### src/rtl/b64e_pkg.sv
// Shared types and the sextet-to-character map of the base64 encoder.
// Used by b64e_split, b64e_outq and base64_unpadded_encoder.
package b64e_pkg;

  localparam int unsigned CharW   = 7;
  localparam int unsigned SextetW = 6;
  localparam int unsigned ByteW   = 8;

  // Position of the next byte within its three-byte group.
  typedef enum logic [2:0] {
    PH_0 = 3'b001,
    PH_1 = 3'b010,
    PH_2 = 3'b100
  } phase_t;

  // One or two characters that a single input byte completes. Only the
  // second character can ever close a message.
  typedef struct packed {
    logic             valid;
    logic             two;
    logic [CharW-1:0] c0;
    logic [CharW-1:0] c1;
    logic             last;
  } pair_t;

  // Status of the splitting stage.
  typedef struct packed {
    phase_t phase;
    logic   consume;
    logic   last;
  } split_stat_t;

  // Status of the result queue.
  typedef struct packed {
    logic [1:0] count;
  } q_stat_t;

  function automatic logic [CharW-1:0] sextet_to_char(input logic [SextetW-1:0] v);
    logic [CharW-1:0] v7;
    v7 = {1'b0, v};
    if (v < 6'd26) begin
      return 7'd65 + v7;
    end else if (v < 6'd52) begin
      return 7'd71 + v7;
    end else if (v < 6'd62) begin
      return v7 - 7'd4;
    end else if (v == 6'd62) begin
      return 7'd43;
    end
    return 7'd47;
  endfunction

endpackage

### src/rtl/b64e_split.sv
// Input register and group tracking: turns one byte into its base64 characters.
// Depends on b64e_pkg.
module b64e_split
  import b64e_pkg::*;
(
  input  logic              clk,
  input  logic              rst_n,
  input  logic              in_valid,
  output logic              in_ready,
  input  logic [ByteW-1:0]  in_byte,
  input  logic              in_last,
  input  logic              take,
  output pair_t             pair,
  output split_stat_t       stat
);

  logic             v_r, v_nxt;
  logic [ByteW-1:0] byte_r;
  logic             last_r;
  phase_t           phase_r, phase_nxt;
  logic [ByteW-1:0] held_r, held_nxt;
  logic [SextetW-1:0] s0, s1;
  logic             two;
  logic             consume;
  phase_t           phase_adv;

  assign consume  = v_r && take;
  assign in_ready = !v_r || take;

  always_comb begin
    case (phase_r)
      PH_1: begin
        s0        = {held_r[1:0], byte_r[7:4]};
        s1        = {byte_r[3:0], 2'b00};
        two       = last_r;
        phase_adv = PH_2;
      end
      PH_2: begin
        s0        = {held_r[3:0], byte_r[7:6]};
        s1        = byte_r[5:0];
        two       = 1'b1;
        phase_adv = PH_0;
      end
      default: begin
        // Start of a group; an unexpected code is handled the same way.
        s0        = byte_r[7:2];
        s1        = {byte_r[1:0], 4'b0000};
        two       = last_r;
        phase_adv = PH_1;
      end
    endcase
  end

  always_comb begin
    pair.valid = v_r;
    pair.two   = two;
    pair.c0    = sextet_to_char(s0);
    pair.c1    = sextet_to_char(s1);
    pair.last  = last_r;
  end

  always_comb begin
    v_nxt     = in_ready ? in_valid : v_r;
    phase_nxt = phase_r;
    held_nxt  = held_r;
    if (consume) begin
      phase_nxt = last_r ? PH_0 : phase_adv;
      held_nxt  = last_r ? '0 : byte_r;
    end
  end

  always_ff @(posedge clk) begin
    if (!rst_n) begin
      v_r     <= 1'b0;
      phase_r <= PH_0;
      held_r  <= '0;
    end else begin
      v_r     <= v_nxt;
      phase_r <= phase_nxt;
      held_r  <= held_nxt;
    end
  end

  always_ff @(posedge clk) begin
    if (in_valid && in_ready) begin
      byte_r <= in_byte;
      last_r <= in_last;
    end
  end

  assign stat.phase   = phase_r;
  assign stat.consume = consume;
  assign stat.last    = last_r;

endmodule

### src/rtl/b64e_outq.sv
// Two-entry result queue that sends one character per cycle from a register while the receiver is ready.
// Depends on b64e_pkg.
module b64e_outq
  import b64e_pkg::*;
(
  input  logic             clk,
  input  logic             rst_n,
  input  pair_t            pair,
  output logic             take,
  output logic             out_valid,
  input  logic             out_ready,
  output logic [CharW-1:0] out_char,
  output logic             out_last,
  output q_stat_t          stat
);

  logic [1:0]       count_r, count_nxt;
  logic [CharW-1:0] chr_r [2];
  logic             lst_r [2];
  logic [CharW-1:0] chr_nxt [2];
  logic             lst_nxt [2];
  logic             pop;
  logic [1:0]       kept;
  logic             push;

  assign pop       = (count_r != 2'd0) && out_ready;
  assign kept      = count_r - {1'b0, pop};
  // Room for both characters only when the queue drains to empty.
  assign take      = pair.two ? (kept == 2'd0) : (kept != 2'd2);
  assign push      = pair.valid && take;
  assign out_valid = (count_r != 2'd0);
  assign out_char  = chr_r[0];
  assign out_last  = lst_r[0];

  always_comb begin
    chr_nxt[0] = pop ? chr_r[1] : chr_r[0];
    lst_nxt[0] = pop ? lst_r[1] : lst_r[0];
    chr_nxt[1] = chr_r[1];
    lst_nxt[1] = lst_r[1];
    count_nxt  = kept;
    if (push) begin
      if (kept == 2'd0) begin
        chr_nxt[0] = pair.c0;
        lst_nxt[0] = 1'b0;
        if (pair.two) begin
          chr_nxt[1] = pair.c1;
          lst_nxt[1] = pair.last;
          count_nxt  = 2'd2;
        end else begin
          count_nxt  = 2'd1;
        end
      end else begin
        chr_nxt[1] = pair.c0;
        lst_nxt[1] = 1'b0;
        count_nxt  = 2'd2;
      end
    end
  end

  always_ff @(posedge clk) begin
    if (!rst_n) begin
      count_r <= 2'd0;
    end else begin
      count_r <= count_nxt;
    end
  end

  always_ff @(posedge clk) begin
    chr_r[0] <= chr_nxt[0];
    chr_r[1] <= chr_nxt[1];
    lst_r[0] <= lst_nxt[0];
    lst_r[1] <= lst_nxt[1];
  end

  assign stat.count = count_r;

endmodule

### src/rtl/base64_unpadded_encoder.sv
// Top level of the unpadded base64 encoder.
// Depends on b64e_pkg, b64e_split and b64e_outq.

// Streaming base64 encoder, standard alphabet (A-Z, a-z, 0-9, '+', '/'),
// without '=' padding. Each input transfer carries one raw byte in
// in_tdata and marks the last byte of a message with in_tlast. Each output
// transfer carries one ASCII character in out_tdata[6:0]; out_tlast is set
// on the final character of a message. A group of three bytes gives four
// characters; a message that ends one or two bytes into a group is flushed
// with zero fill, giving two or three characters for that tail. After the
// last byte the encoder starts a new group, so messages may follow each
// other without any gap. Bytes pass through an input register, are split
// into characters by short logic, and wait in a two-entry output queue
// that sends one character per cycle while the receiver is ready. Most
// bytes yield one character; the third byte of a group and a message's
// last byte yield two. A new byte can enter the input register as the
// held one is taken, and the single output character per cycle bounds
// how fast bytes are taken.
module base64_unpadded_encoder
  import b64e_pkg::*;
(
  input  logic       clk,
  input  logic       rst_n,
  input  logic       in_tvalid,
  output logic       in_tready,
  input  logic [7:0] in_tdata,   // [7:0] data_byte
  input  logic       in_tlast,   // final_byte
  output logic       out_tvalid,
  input  logic       out_tready,
  output logic [7:0] out_tdata,  // [6:0] text_char, [7] zero
  output logic       out_tlast   // end_of_text
);

  pair_t            pair;
  split_stat_t      split_stat;
  q_stat_t          q_stat;
  logic             take;
  logic [CharW-1:0] out_char;

  // Input register and character split.
  b64e_split u_split (
    .clk      (clk),
    .rst_n    (rst_n),
    .in_valid (in_tvalid),
    .in_ready (in_tready),
    .in_byte  (in_tdata),
    .in_last  (in_tlast),
    .take     (take),
    .pair     (pair),
    .stat     (split_stat)
  );

  // Result queue; it accepts a byte's characters only when they all fit.
  b64e_outq u_outq (
    .clk       (clk),
    .rst_n     (rst_n),
    .pair      (pair),
    .take      (take),
    .out_valid (out_tvalid),
    .out_ready (out_tready),
    .out_char  (out_char),
    .out_last  (out_tlast),
    .stat      (q_stat)
  );

  assign out_tdata = {1'b0, out_char};

`ifndef SYNTHESIS
  // The queue never holds more than its two entries.
  a_q_bound : assert property (@(posedge clk) disable iff (!rst_n)
    q_stat.count != 2'd3)
    else $error("result queue over capacity");

  // After a message's last byte is split, the next byte starts a new group.
  a_phase_restart : assert property (@(posedge clk) disable iff (!rst_n)
    (split_stat.consume && split_stat.last) |=> (split_stat.phase == PH_0))
    else $error("group phase not restarted after last byte");

  // Every character shown belongs to the base64 alphabet.
  a_alphabet : assert property (@(posedge clk) disable iff (!rst_n)
    out_tvalid |-> ((out_tdata >= 8'd65 && out_tdata <= 8'd90) ||
                    (out_tdata >= 8'd97 && out_tdata <= 8'd122) ||
                    (out_tdata >= 8'd48 && out_tdata <= 8'd57) ||
                    out_tdata == 8'd43 || out_tdata == 8'd47))
    else $error("character outside the base64 alphabet");
`endif

endmodule

### config.mk
export PLATFORM = sky130hd
export DESIGN_NAME = base64_unpadded_encoder
export DESIGN_NICKNAME = d
export VERILOG_FILES = /design/src/rtl/b64e_pkg.sv /design/src/rtl/b64e_split.sv /design/src/rtl/b64e_outq.sv /design/src/rtl/base64_unpadded_encoder.sv
export SDC_FILE = /design/constraint.sdc
export NUM_CORES = 1
export LEC_CHECK = 0
export ABC_AREA = 1
export CAP_MARGIN = 20
export CORE_AREA = 2 2 91 93
export DETAILED_ROUTE_END_ITERATION = 8
export DIE_AREA = 0 0 93 95
export DONT_BUFFER_PORTS = 1
export PLACE_DENSITY = 0.46
export REMOVE_ABC_BUFFERS = 1
export SLEW_MARGIN = 10
export SYNTH_ARGS = -nofsm -noshare
export SYNTH_HDL_FRONTEND = slang
export SYNTH_SLANG_ARGS = --single-unit
### constraint.sdc
create_clock -name clk -period 3.3 [get_ports clk]
set_input_delay 0.33 -clock clk [delete_from_list [all_inputs] [get_ports clk]]
set_output_delay 0.33 -clock clk [all_outputs]
set_load 0.03 [all_outputs]
==> qor.txt, run 1 <==
Status - complete, no violations
Post-Syn Instances - 378
Total power - 2.07 mW
Vias in the first global route - 2154
Port Buffers - 0
Register-to-register setup slack - 0.48 ns
Yosys top cell area share - 0.189
CTS Buf Count - 5
Die footprint - 8840 um2
Post-Syn Area per Cell - 7.13 um2
WHS - 0.145 ns
Gr usage total - 0.149
Worst-path clk slew - 0.07 ns
GR Overflow Total - 0
Iteration-0 DRC Markers - 136
Final Cycle Share - 0.855
Clock root cell - clkbuf_8
Vias - 2235
Crit path DAT - 2.78 ns
Setup crit start kind - register
CTS Buffer Depth - 2
Flops & latches, synth - 35
Antenna viol nets, final - 0
Switching Share - 0.469
Post-synthesis cell area - 2700 um2
Library cells used by synthesis - 37
Power share of the combinational group - 0.464
Hold crit path type - input pin to register
Rows - 33
Clock Sinks - 35
Clock share of power - 0.138
CTS tree - done
Pins Over Slew Limit - 0
Fmax - 0.354 GHz
Switch Pwr - 970 uW
Initial Util - 0.340
Pint - 1.10 mW
Gpl congestion - 0.827
Die span in x - 93 um
Cell Area, Placed - 2740 um2
Area Growth Syn to Fin - 4.36%
Detailed Routing Iterations Pass 1 - 4
Final Cell Area - 2810 um2
CTS Hold Buffers Added - 0
Fin util - 0.355
DRC viols - 0
Sequential share of power - 0.398
Top cells by area, synth - edfxtp_1 19%, nand2_1 19%, dfxtp_1 13%, nand3_1 8.5%, inv_1 5.6%
Vias/cell - 4.65
Post-DP HPWL - 4770 um
Area leader, netlist - edfxtp_1
Skew-Pair Late Insertion Delay - 0.28 ns
Maxcap violations - 0
Fill cell total of the finished layout - 898
Critical Path Sink Type - register
Routed WL - 5960 um
Pin count of the biggest net entering global routing - 15
Post-synthesis sequential area ratio - 0.323
First-pass GRT wire length - 10500 um
CP max FO - 9
Final Hold Viols - 0
I/O Pins - 24
Power density over cell area - 735 nW/um2
Core area - 7930 um2
# Post-CTS Setup Buffers - 0
Fin crit period - 2.82 ns
H-tree level count - 2
Final setup violation count - 0
Worst Skew - 0.00840 ns
Worst Path Required - 3.26 ns
Antenna violations before repair - 0
Avg WL per Cell - 12.4 um
Layout cells sized above 1 - 0.128
# diodes - 0
Post-cts gate resize count - 0
Lkg Pwr - 1.42 nW
Setup CP Type - register to register
Synth Warn # - 0
RSZ-0062 raised after global routing - no
Die H - 95 um
Final layout net count - 399
Worst vdd ir - 298 uV
TNS Setup - 0 ns
==> registers in the layout, indices dropped and copies added, names as in the netlist <==
name,count
u_outq.chr_r,14
u_split.v_r,1
u_outq.stat,2
u_split.held_r,4
u_outq.lst_r,2
u_split.phase_r,3
u_split.last_r,1
u_split.byte_r,8
==> synth_stat cells (all sizes together) <==
| cell type | instances |
|---|---|
| a211o | 1 |
| a21oi | 10 |
| a31oi | 2 |
| and2b | 1 |
| buf | 13 |
| clkbuf | 1 |
| clkinv | 3 |
| conb | 1 |
| dfxtp | 18 |
| edfxtp | 17 |
| ha | 10 |
| inv | 43 |
| nand2 | 145 |
| nand3 | 54 |
| nand4 | 3 |
| nor2 | 27 |
| o211ai | 1 |
| o21ai | 18 |
| o22ai | 1 |
| or2 | 3 |
| xor2 | 6 |
==> per-layer routing <==
metal	track usage	vias to the layer above	share of wire
met2	0.243	37	0.45
met3	0.0319	6	0.035
met5	0	-	0
li1	-	1201	-
met1	0.202	991	0.50
met4	0.0331	0	0.013
==> area by class of cell <==
class / instances / area, um2 / share of cell area
Clock buffer: 5 / 68.8 / 0.0245
Inverter: 46 / 175 / 0.0623
Tap cell: 105 / 131 / 0.0467
Multi-Input combinational cell: 283 / 1520 / 0.540
Sequential cell: 35 / 871 / 0.310
Clock inverter: 2 / 8.76 / 0.00311
Timing Repair Buffer: 5 / 37.5 / 0.0133
==> metrics by stage <==
step	setup slack, ns	std cells
after floorplan	0.0913	364
after global placement	0.547	474
after detailed placement	0.479	474
after CTS	0.466	481
after global routing	0.171	481
final	0.477	481
==> final timing paths <==
kind	startpoint	to	cells after the start
max	u_outq.stat[0]	u_outq.chr_r[0][11]	12
min reg2reg	u_split.held_r[2]	u_split.held_r[2]	2
min	in_tdata[7]	u_split.byte_r[7]	0
max reg2reg	u_outq.stat[0]	u_outq.chr_r[0][11]	12
==> cells in the final DEF, fill, tap and decap left out, types with 2 or more instances in the layout <==
cell type / count
nand3_2: 5
clkinv_1: 4
edfxtp_1: 17
buf_4: 5
nand2_1: 135
o21ai_1: 2
nand2_4: 4
or2_2: 2
nor2_1: 19
inv_2: 2
xor2_1: 6
nand4_1: 2
nand2_2: 6
a31oi_1: 2
inv_1: 40
dfxtp_1: 18
a21oi_1: 9
nor2_4: 6
nand3_4: 3
ha_1: 10
nand3_1: 46
o21ai_0: 15
clkbuf_8: 5
==> cell families after synthesis <==
logic type	after synthesis	synth area share
AND/OR/NAND/NOR	233	0.424
adder cells (fa/ha/maj)	10	0.0464
flip-flops	35	0.323
XOR/XNOR	6	0.0195
AO/OA/AOI/OAI	33	0.0729
other	1	0.00139
buffers and inverters	60	0.113
==> power groups by stage <==
stage	Sequential (mW)	Combinational, mW	Clock (mW)
global placement	0.832	0.973	0
finish	0.822	0.960	0.285
CTS	0.825	0.972	0.297
floorplan	0.804	0.716	0
detailed placement	0.835	0.968	0
global route	0.841	1.12	0.315
==> critical path: stages (launching register included) <==
cell and delay [ns]:
dfxtp_1 0.31, or2_2 0.39, nand2_1 0.12, clkinv_1 0.22, ha_1 0.27, xor2_1 0.16, nor2_1 0.14, clkinv_1 0.14
nand2_1 0.10, nand2_2 0.12, clkinv_1 0.20, nand2_1 0.09, nand2_1 0.24
Note: power is estimated with default switching activity, not from simulation.
==> inputs of run 2 (changes only) <==
--- a/config.mk
+++ b/config.mk
@@ -11,6 +11,7 @@
 export DETAILED_ROUTE_END_ITERATION = 8
 export DIE_AREA = 0 0 93 95
 export DONT_BUFFER_PORTS = 1
+export HOLD_SLACK_MARGIN = 0.15
 export PLACE_DENSITY = 0.46
 export REMOVE_ABC_BUFFERS = 1
 export SLEW_MARGIN = 10
==> qor.txt, run 2 (synthesis gave the netlist of run 1 again) <==
Post-cts gate resize count - 0 (unchanged)
Avg WL per Cell - 12.2 um (-1.8%)
First-pass GRT wire length - 10500 um (+0.26%)
Core area - 7930 um2 (unchanged)
Worst-path clk slew - 0.07 ns (about the same)
Die span in x - 93 um (unchanged)
Worst Path Required - 3.26 ns (about the same)
Final setup violation count - 0 (unchanged)
H-tree level count - 2 (unchanged)
Setup CP Type - register to register
Hold crit path type - input pin to register
Vias/cell - 4.64 (-0.17%)
Most common cell after layout, fill and taps aside - nand2_1
CTS Hold Buffers Added - 9 (+9)
# diodes - 0 (unchanged)
DRC viols - 0 (unchanged)
CTS Buffer Depth - 2 (unchanged)
RSZ-0062 raised after global routing - no
WP depth - 12 (unchanged)
Area Growth Syn to Fin - 7.71%
Clock root cell - clkbuf_8
Fill cell total of the finished layout - 892 (-0.67%)
Critical Path Sink Type - register
Iteration-0 DRC Markers - 129 (-5.1%)
Clock Sinks - 35 (unchanged)
Routed WL - 5970 um (about the same)
Status - complete, no violations
Gr usage total - 0.149 (+0.000337)
Worst Skew - 0.00798 ns (-0.000416 ns)
Most frequent cells in the layout - 135 x nand2_1, 46 x nand3_1, 40 x inv_1
CTS Buf Count - 5 (unchanged)
Placed cell count - 474 (unchanged)
Pins Over Slew Limit - 0 (unchanged)
Setup crit start kind - register
Most used cell, CP - nand2_1
Largest Register - u_outq.chr_r
GR Overflow Total - 0 (unchanged)
Worst vdd ir - 301 uV (+1.0%)
Slowest-stage cell, CP - or2_2
Antenna violations before repair - 0 (unchanged)
Crit path DAT - 2.78 ns (about the same)
Final Hold Viols - 0 (unchanged)
Final layout net count - 408 (+2.3%)
Pin count of the biggest net entering global routing - 15 (unchanged)
Maxcap violations - 0 (unchanged)
TNS Setup - 0 ns (unchanged)
Biggest regs - u_outq.chr_r x14, u_split.byte_r x8, u_split.held_r x4
Crit-path leading delay family - simple AND/OR/NAND/NOR gates
Detailed Routing Iterations Pass 1 - 5 (+1)
Final Non-Filler Cells - 490 (+1.9%)
Die H - 95 um (unchanged)
Layout cells sized above 1 - 0.125 (-0.00298)
Max FFs per register - 14 (unchanged)
Crit path largest cell delay - 0.39 ns (about the same)
Worst Hold Depth - 2 (+2)
Gpl congestion - 0.827 (unchanged)
Power density over cell area - 715 nW/um2 (-2.7%)
WHS - 0.186 ns (+0.0412 ns)
Worst-path cell chain - or2_2 -> nand2_1 -> clkinv_1 -> ha_1 -> xor2_1 -> nor2_1 -> clkinv_1 -> nand2_1 -> nand2_2 -> clkinv_1 -> nand2_1 -> nand2_1
Skew-Pair Late Insertion Delay - 0.28 ns (about the same)
Vias - 2273 (+1.7%)
Rows - 33 (unchanged)
# Post-CTS Setup Buffers - 0 (unchanged)
I/O Pins - 24 (unchanged)
Die footprint - 8840 um2 (unchanged)
Worst reg2reg path depth - 12 (unchanged)
Initial Util - 0.340 (unchanged)
Lkg Pwr - 1.45 nW (+2.7%)
CP max FO - 9 (unchanged)
CTS tree - done
WP buf/inv - 3 (unchanged)
Port Buffers - 0 (unchanged)
Fin crit period - 2.82 ns (+0.00196 ns)
Fmax - 0.354 GHz (about the same)
Vias in the first global route - 2172 (+0.84%)
Final Cycle Share - 0.856 (about the same)
Post-DP HPWL - 4770 um (unchanged)
Antenna viol nets, final - 0 (unchanged)
## run 2: cell count changes in the layout (fill, tap and decap cells not counted), sizes merged
| cell | previous run | this run |
|---|---|---|
| dlygate4sd3 | 0 | 9 |
## run 2: cell type report
type                            instances  area (um2)  area share
Tap cell                              105         131      0.0453
Multi-Input combinational cell        283        1520       0.524
Inverter                               46         175      0.0603
Timing Repair Buffer                   14         128      0.0440
Clock buffer                            5        68.8      0.0237
Sequential cell                        35         871       0.300
Clock inverter                          2        8.76     0.00302
## run 2: path summary, 6_finish.rpt
check	start	endpoint	slack [ns]
setup reg to reg	u_outq.stat[0]	u_outq.chr_r[0][11]	0.48
hold reg to reg	u_split.held_r[2]	u_split.held_r[2]	0.47
hold / removal	rst_n	u_split.phase_r[1]	0.19
setup / recovery	u_outq.stat[0]	u_outq.chr_r[0][11]	0.48
## run 2: power breakdown
part | internal (mW) | switching [mW] | leakage (nW)
combinational | 0.325 | 0.643 | 1.10
sequential | 0.640 | 0.182 | 0.310
clock | 0.140 | 0.145 | 0.0414
## run 2: per-layer routing
metal	wire length, um	up-vias	track usage	share of wire
met2	2700	42	0.246	0.45
met1	2990	1005	0.201	0.50
met5	0	-	0	0
met3	210	6	0.0311	0.035
li1	-	1220	-	-
met4	75	0	0.0331	0.013
## run 2: stage by stage
| step | setup slack (ns) | cell area (um2) | util | power [mW] |
|---|---|---|---|---|
| 2_1_floorplan | 0.0913 | 2570 | - | 1.52 |
| 3_3_place_gp | 0.547 | 2740 | 0.345 | 1.81 |
| 3_5_place_dp | 0.479 | 2740 | 0.345 | 1.80 |
| 4_1_cts | 0.466 | 2900 | 0.366 | 2.10 |
| 5_1_grt | 0.171 | 2900 | 0.366 | 2.28 |
| 6_report | 0.475 | 2900 | 0.366 | 2.08 |
==> inputs of run 3 (changes only) <==
--- a/config.mk
+++ b/config.mk
@@ -7,9 +7,9 @@
 export LEC_CHECK = 0
 export ABC_AREA = 1
 export CAP_MARGIN = 20
-export CORE_AREA = 2 2 91 93
+export CORE_AREA = 2 2 93 95
 export DETAILED_ROUTE_END_ITERATION = 8
-export DIE_AREA = 0 0 93 95
+export DIE_AREA = 0 0 95 97
 export DONT_BUFFER_PORTS = 1
 export HOLD_SLACK_MARGIN = 0.15
 export PLACE_DENSITY = 0.46
@@ -17,4 +17,5 @@
 export SLEW_MARGIN = 10
 export SYNTH_ARGS = -nofsm -noshare
 export SYNTH_HDL_FRONTEND = slang
+export SYNTH_HIERARCHICAL = 1
 export SYNTH_SLANG_ARGS = --single-unit
==> qor.txt, run 3 <==
RSZ-0062 raised after global routing - no
Antenna viol nets, final - 0 (unchanged)
Crit path DAT - 2.20 ns (-0.58 ns)
CTS Buffer Depth - 2 (unchanged)
First-pass GRT wire length - 11100 um (+5.8%)
Detailed Routing Iterations Pass 1 - 4 (-1)
Hold crit path type - input pin to register
Switching Share - 0.469 (+0.00155)
Setup crit start - u_outq/stat[1]
Vias - 2362 (+3.9%)
H-tree level count - 2 (unchanged)
Area of the multi-input gates - 1610 um2 (+5.9%)
Avg WL per Cell - 12.5 um (+2.7%)
Post-synthesis cell area - 2790 um2 (+3.7%)
# Post-CTS Setup Buffers - 0 (unchanged)
Biggest regs - u_outq/chr_r x14, u_split/byte_r x8, u_split/held_r x4
Final layout net count - 415 (+1.7%)
Sequential share of power - 0.396 (about the same)
Post-Syn Area per Cell - 7.16 um2 (+0.48%)
DRC viols - 0 (unchanged)
Post-DP HPWL - 5100 um (+7.0%)
CTS tree - done
Worst-path clk slew - 0.08 ns (about the same)
Worst Path Required - 2.97 ns (-0.29 ns)
Antenna violations before repair - 0 (unchanged)
Clock Sinks - 35 (unchanged)
CP max FO - 10 (+1)
Pin count of the biggest net entering global routing - 13 (-2)
Most common cell after layout, fill and taps aside - nand2_1
Lkg Pwr - 1.45 nW (+0.11%)
Max FFs per register - 14 (unchanged)
Skew-Pair Late Insertion Delay - 0.28 ns (about the same)
Fmax - 0.395 GHz (+11%)
Routed WL - 6240 um (+4.6%)
Clock root cell - clkbuf_8
Maxcap violations - 0 (unchanged)
R2r startpoint - u_split/phase_r[1]
Power share of the combinational group - 0.442 (-0.024)
Vias/cell - 4.73 (+2.0%)
Final Hold Viols - 0 (unchanged)
Placed cell count - 481 (+1.5%)
Vias in the first global route - 2285 (+5.2%)
Final Non-Filler Cells - 499 (+1.8%)
Port Buffers - 0 (unchanged)
Setup CP Type - register to output port
Fill cell total of the finished layout - 881 (-1.2%)
Core area - 8130 um2 (+2.6%)
Die span in x - 95 um (+2.2%)
Layout cells sized above 1 - 0.155 (+0.0301)
Die H - 97 um (+2.1%)
Pins Over Slew Limit - 0 (unchanged)
Worst slack, placed - 0.809 ns (+0.330 ns)
Gr usage total - 0.149 (+0.000426)
Gpl congestion - 0.814 (-1.6%)
Fin crit period - 2.53 ns (-0.291 ns)
GR Overflow Total - 0 (unchanged)
HP Start - rst_n
Status - complete, no violations
Area occupied by registers - 871 um2 (unchanged)
Synth Warn # - 6 (+6)
Iteration-0 DRC Markers - 110 (-15%)
# diodes - 0 (unchanged)
Die footprint - 9220 um2 (+4.3%)
Initial Util - 0.343 (+0.00352)
Rows - 33 (unchanged)
Final Cycle Share - 0.768 (-0.0883)
Setup crit start kind - register
Worst Skew - 0.0109 ns (+0.00290 ns)
Final worst slack - 0.767 ns (+0.291 ns)
Switch Pwr - 935 uW (-3.7%)
Clock share of power - 0.162 (+0.024)
Power density over cell area - 665 nW/um2 (-7.0%)
Post-Syn Instances - 390 (+3.2%)
Critical Path Sink Type - output port
I/O Pins - 24 (unchanged)
Pint - 1.06 mW (-4.3%)
CTS Buf Count - 5 (unchanged)
Most frequent cells in the layout - 138 x nand2_1, 36 x nand3_1, 33 x inv_1
Largest Register - u_outq/chr_r
Worst vdd ir - 258 uV (-14%)
Final setup violation count - 0 (unchanged)
TNS Setup - 0 ns (unchanged)
Area Growth Syn to Fin - 7.25%
-- run 3: path summary, 6_finish.rpt --
check,endpoint,slack [ns],cells after the start
worst min-delay path,u_outq/stat[0],0.17,2
worst max register to register,u_outq/chr_r[0][11],0.80,14
worst min register to register,u_split/held_r[3],0.47,2
worst max-delay path,in_tready,0.77,9
-- run 3: area by class of cell --
cell class | count | share of cell area
multi-input cells | 294 | 0.537
flip-flops and latches | 35 | 0.291
inverters | 46 | 0.0610
well taps | 105 | 0.0438
repair buffers | 11 | 0.0359
clock buffers | 6 | 0.0276
clock inverters | 2 | 0.00376
-- run 3: what timing repair did --
item / 4_1_cts / 5_1_grt
hold buffers: 10 / 0
hold endpoints to repair: 10 / 0
gates resized for setup: 0 / 0
-- run 3: per-layer routing --
metal | part of all wire | vias to the layer above | global-route usage
met2 | 0.47 | 59 | 0.236
met4 | 0.0043 | 0 | 0.0301
li1 | - | 1247 | -
met3 | 0.044 | 4 | 0.0304
met5 | 0 | - | 0
met1 | 0.48 | 1052 | 0.210
-- run 3: critical path, stage by stage (launching register included) --
cell	delay, ns
dfxtp_1	0.33
inv_2	0.09
nand2_2	0.22
nand2_4	0.19
inv_2	0.06
ha_1	0.38
nand2_4	0.14
nand2_2	0.14
inv_1	0.06
nand2_1	0.29
-- run 3: power by group through the flow --
stage               sequential, mW  combinational (mW)  clock [mW]
detailed placement           0.802               0.880           0
global placement             0.801               0.883           0
finish                       0.789               0.880       0.323
floorplan                    0.775               0.710           0
global route                 0.805                1.02       0.353
CTS                          0.792               0.892       0.337
-- run 3: stage by stage --
stage,hold slack (ns),utilization,cell area (um2),power [mW]
2_1_floorplan,0.429,-,2660,1.49
3_3_place_gp,0.429,0.345,2800,1.68
3_5_place_dp,0.429,0.345,2800,1.68
4_1_cts,0.165,0.368,3000,2.02
5_1_grt,0.157,0.368,3000,2.18
6_report,0.174,0.368,3000,1.99
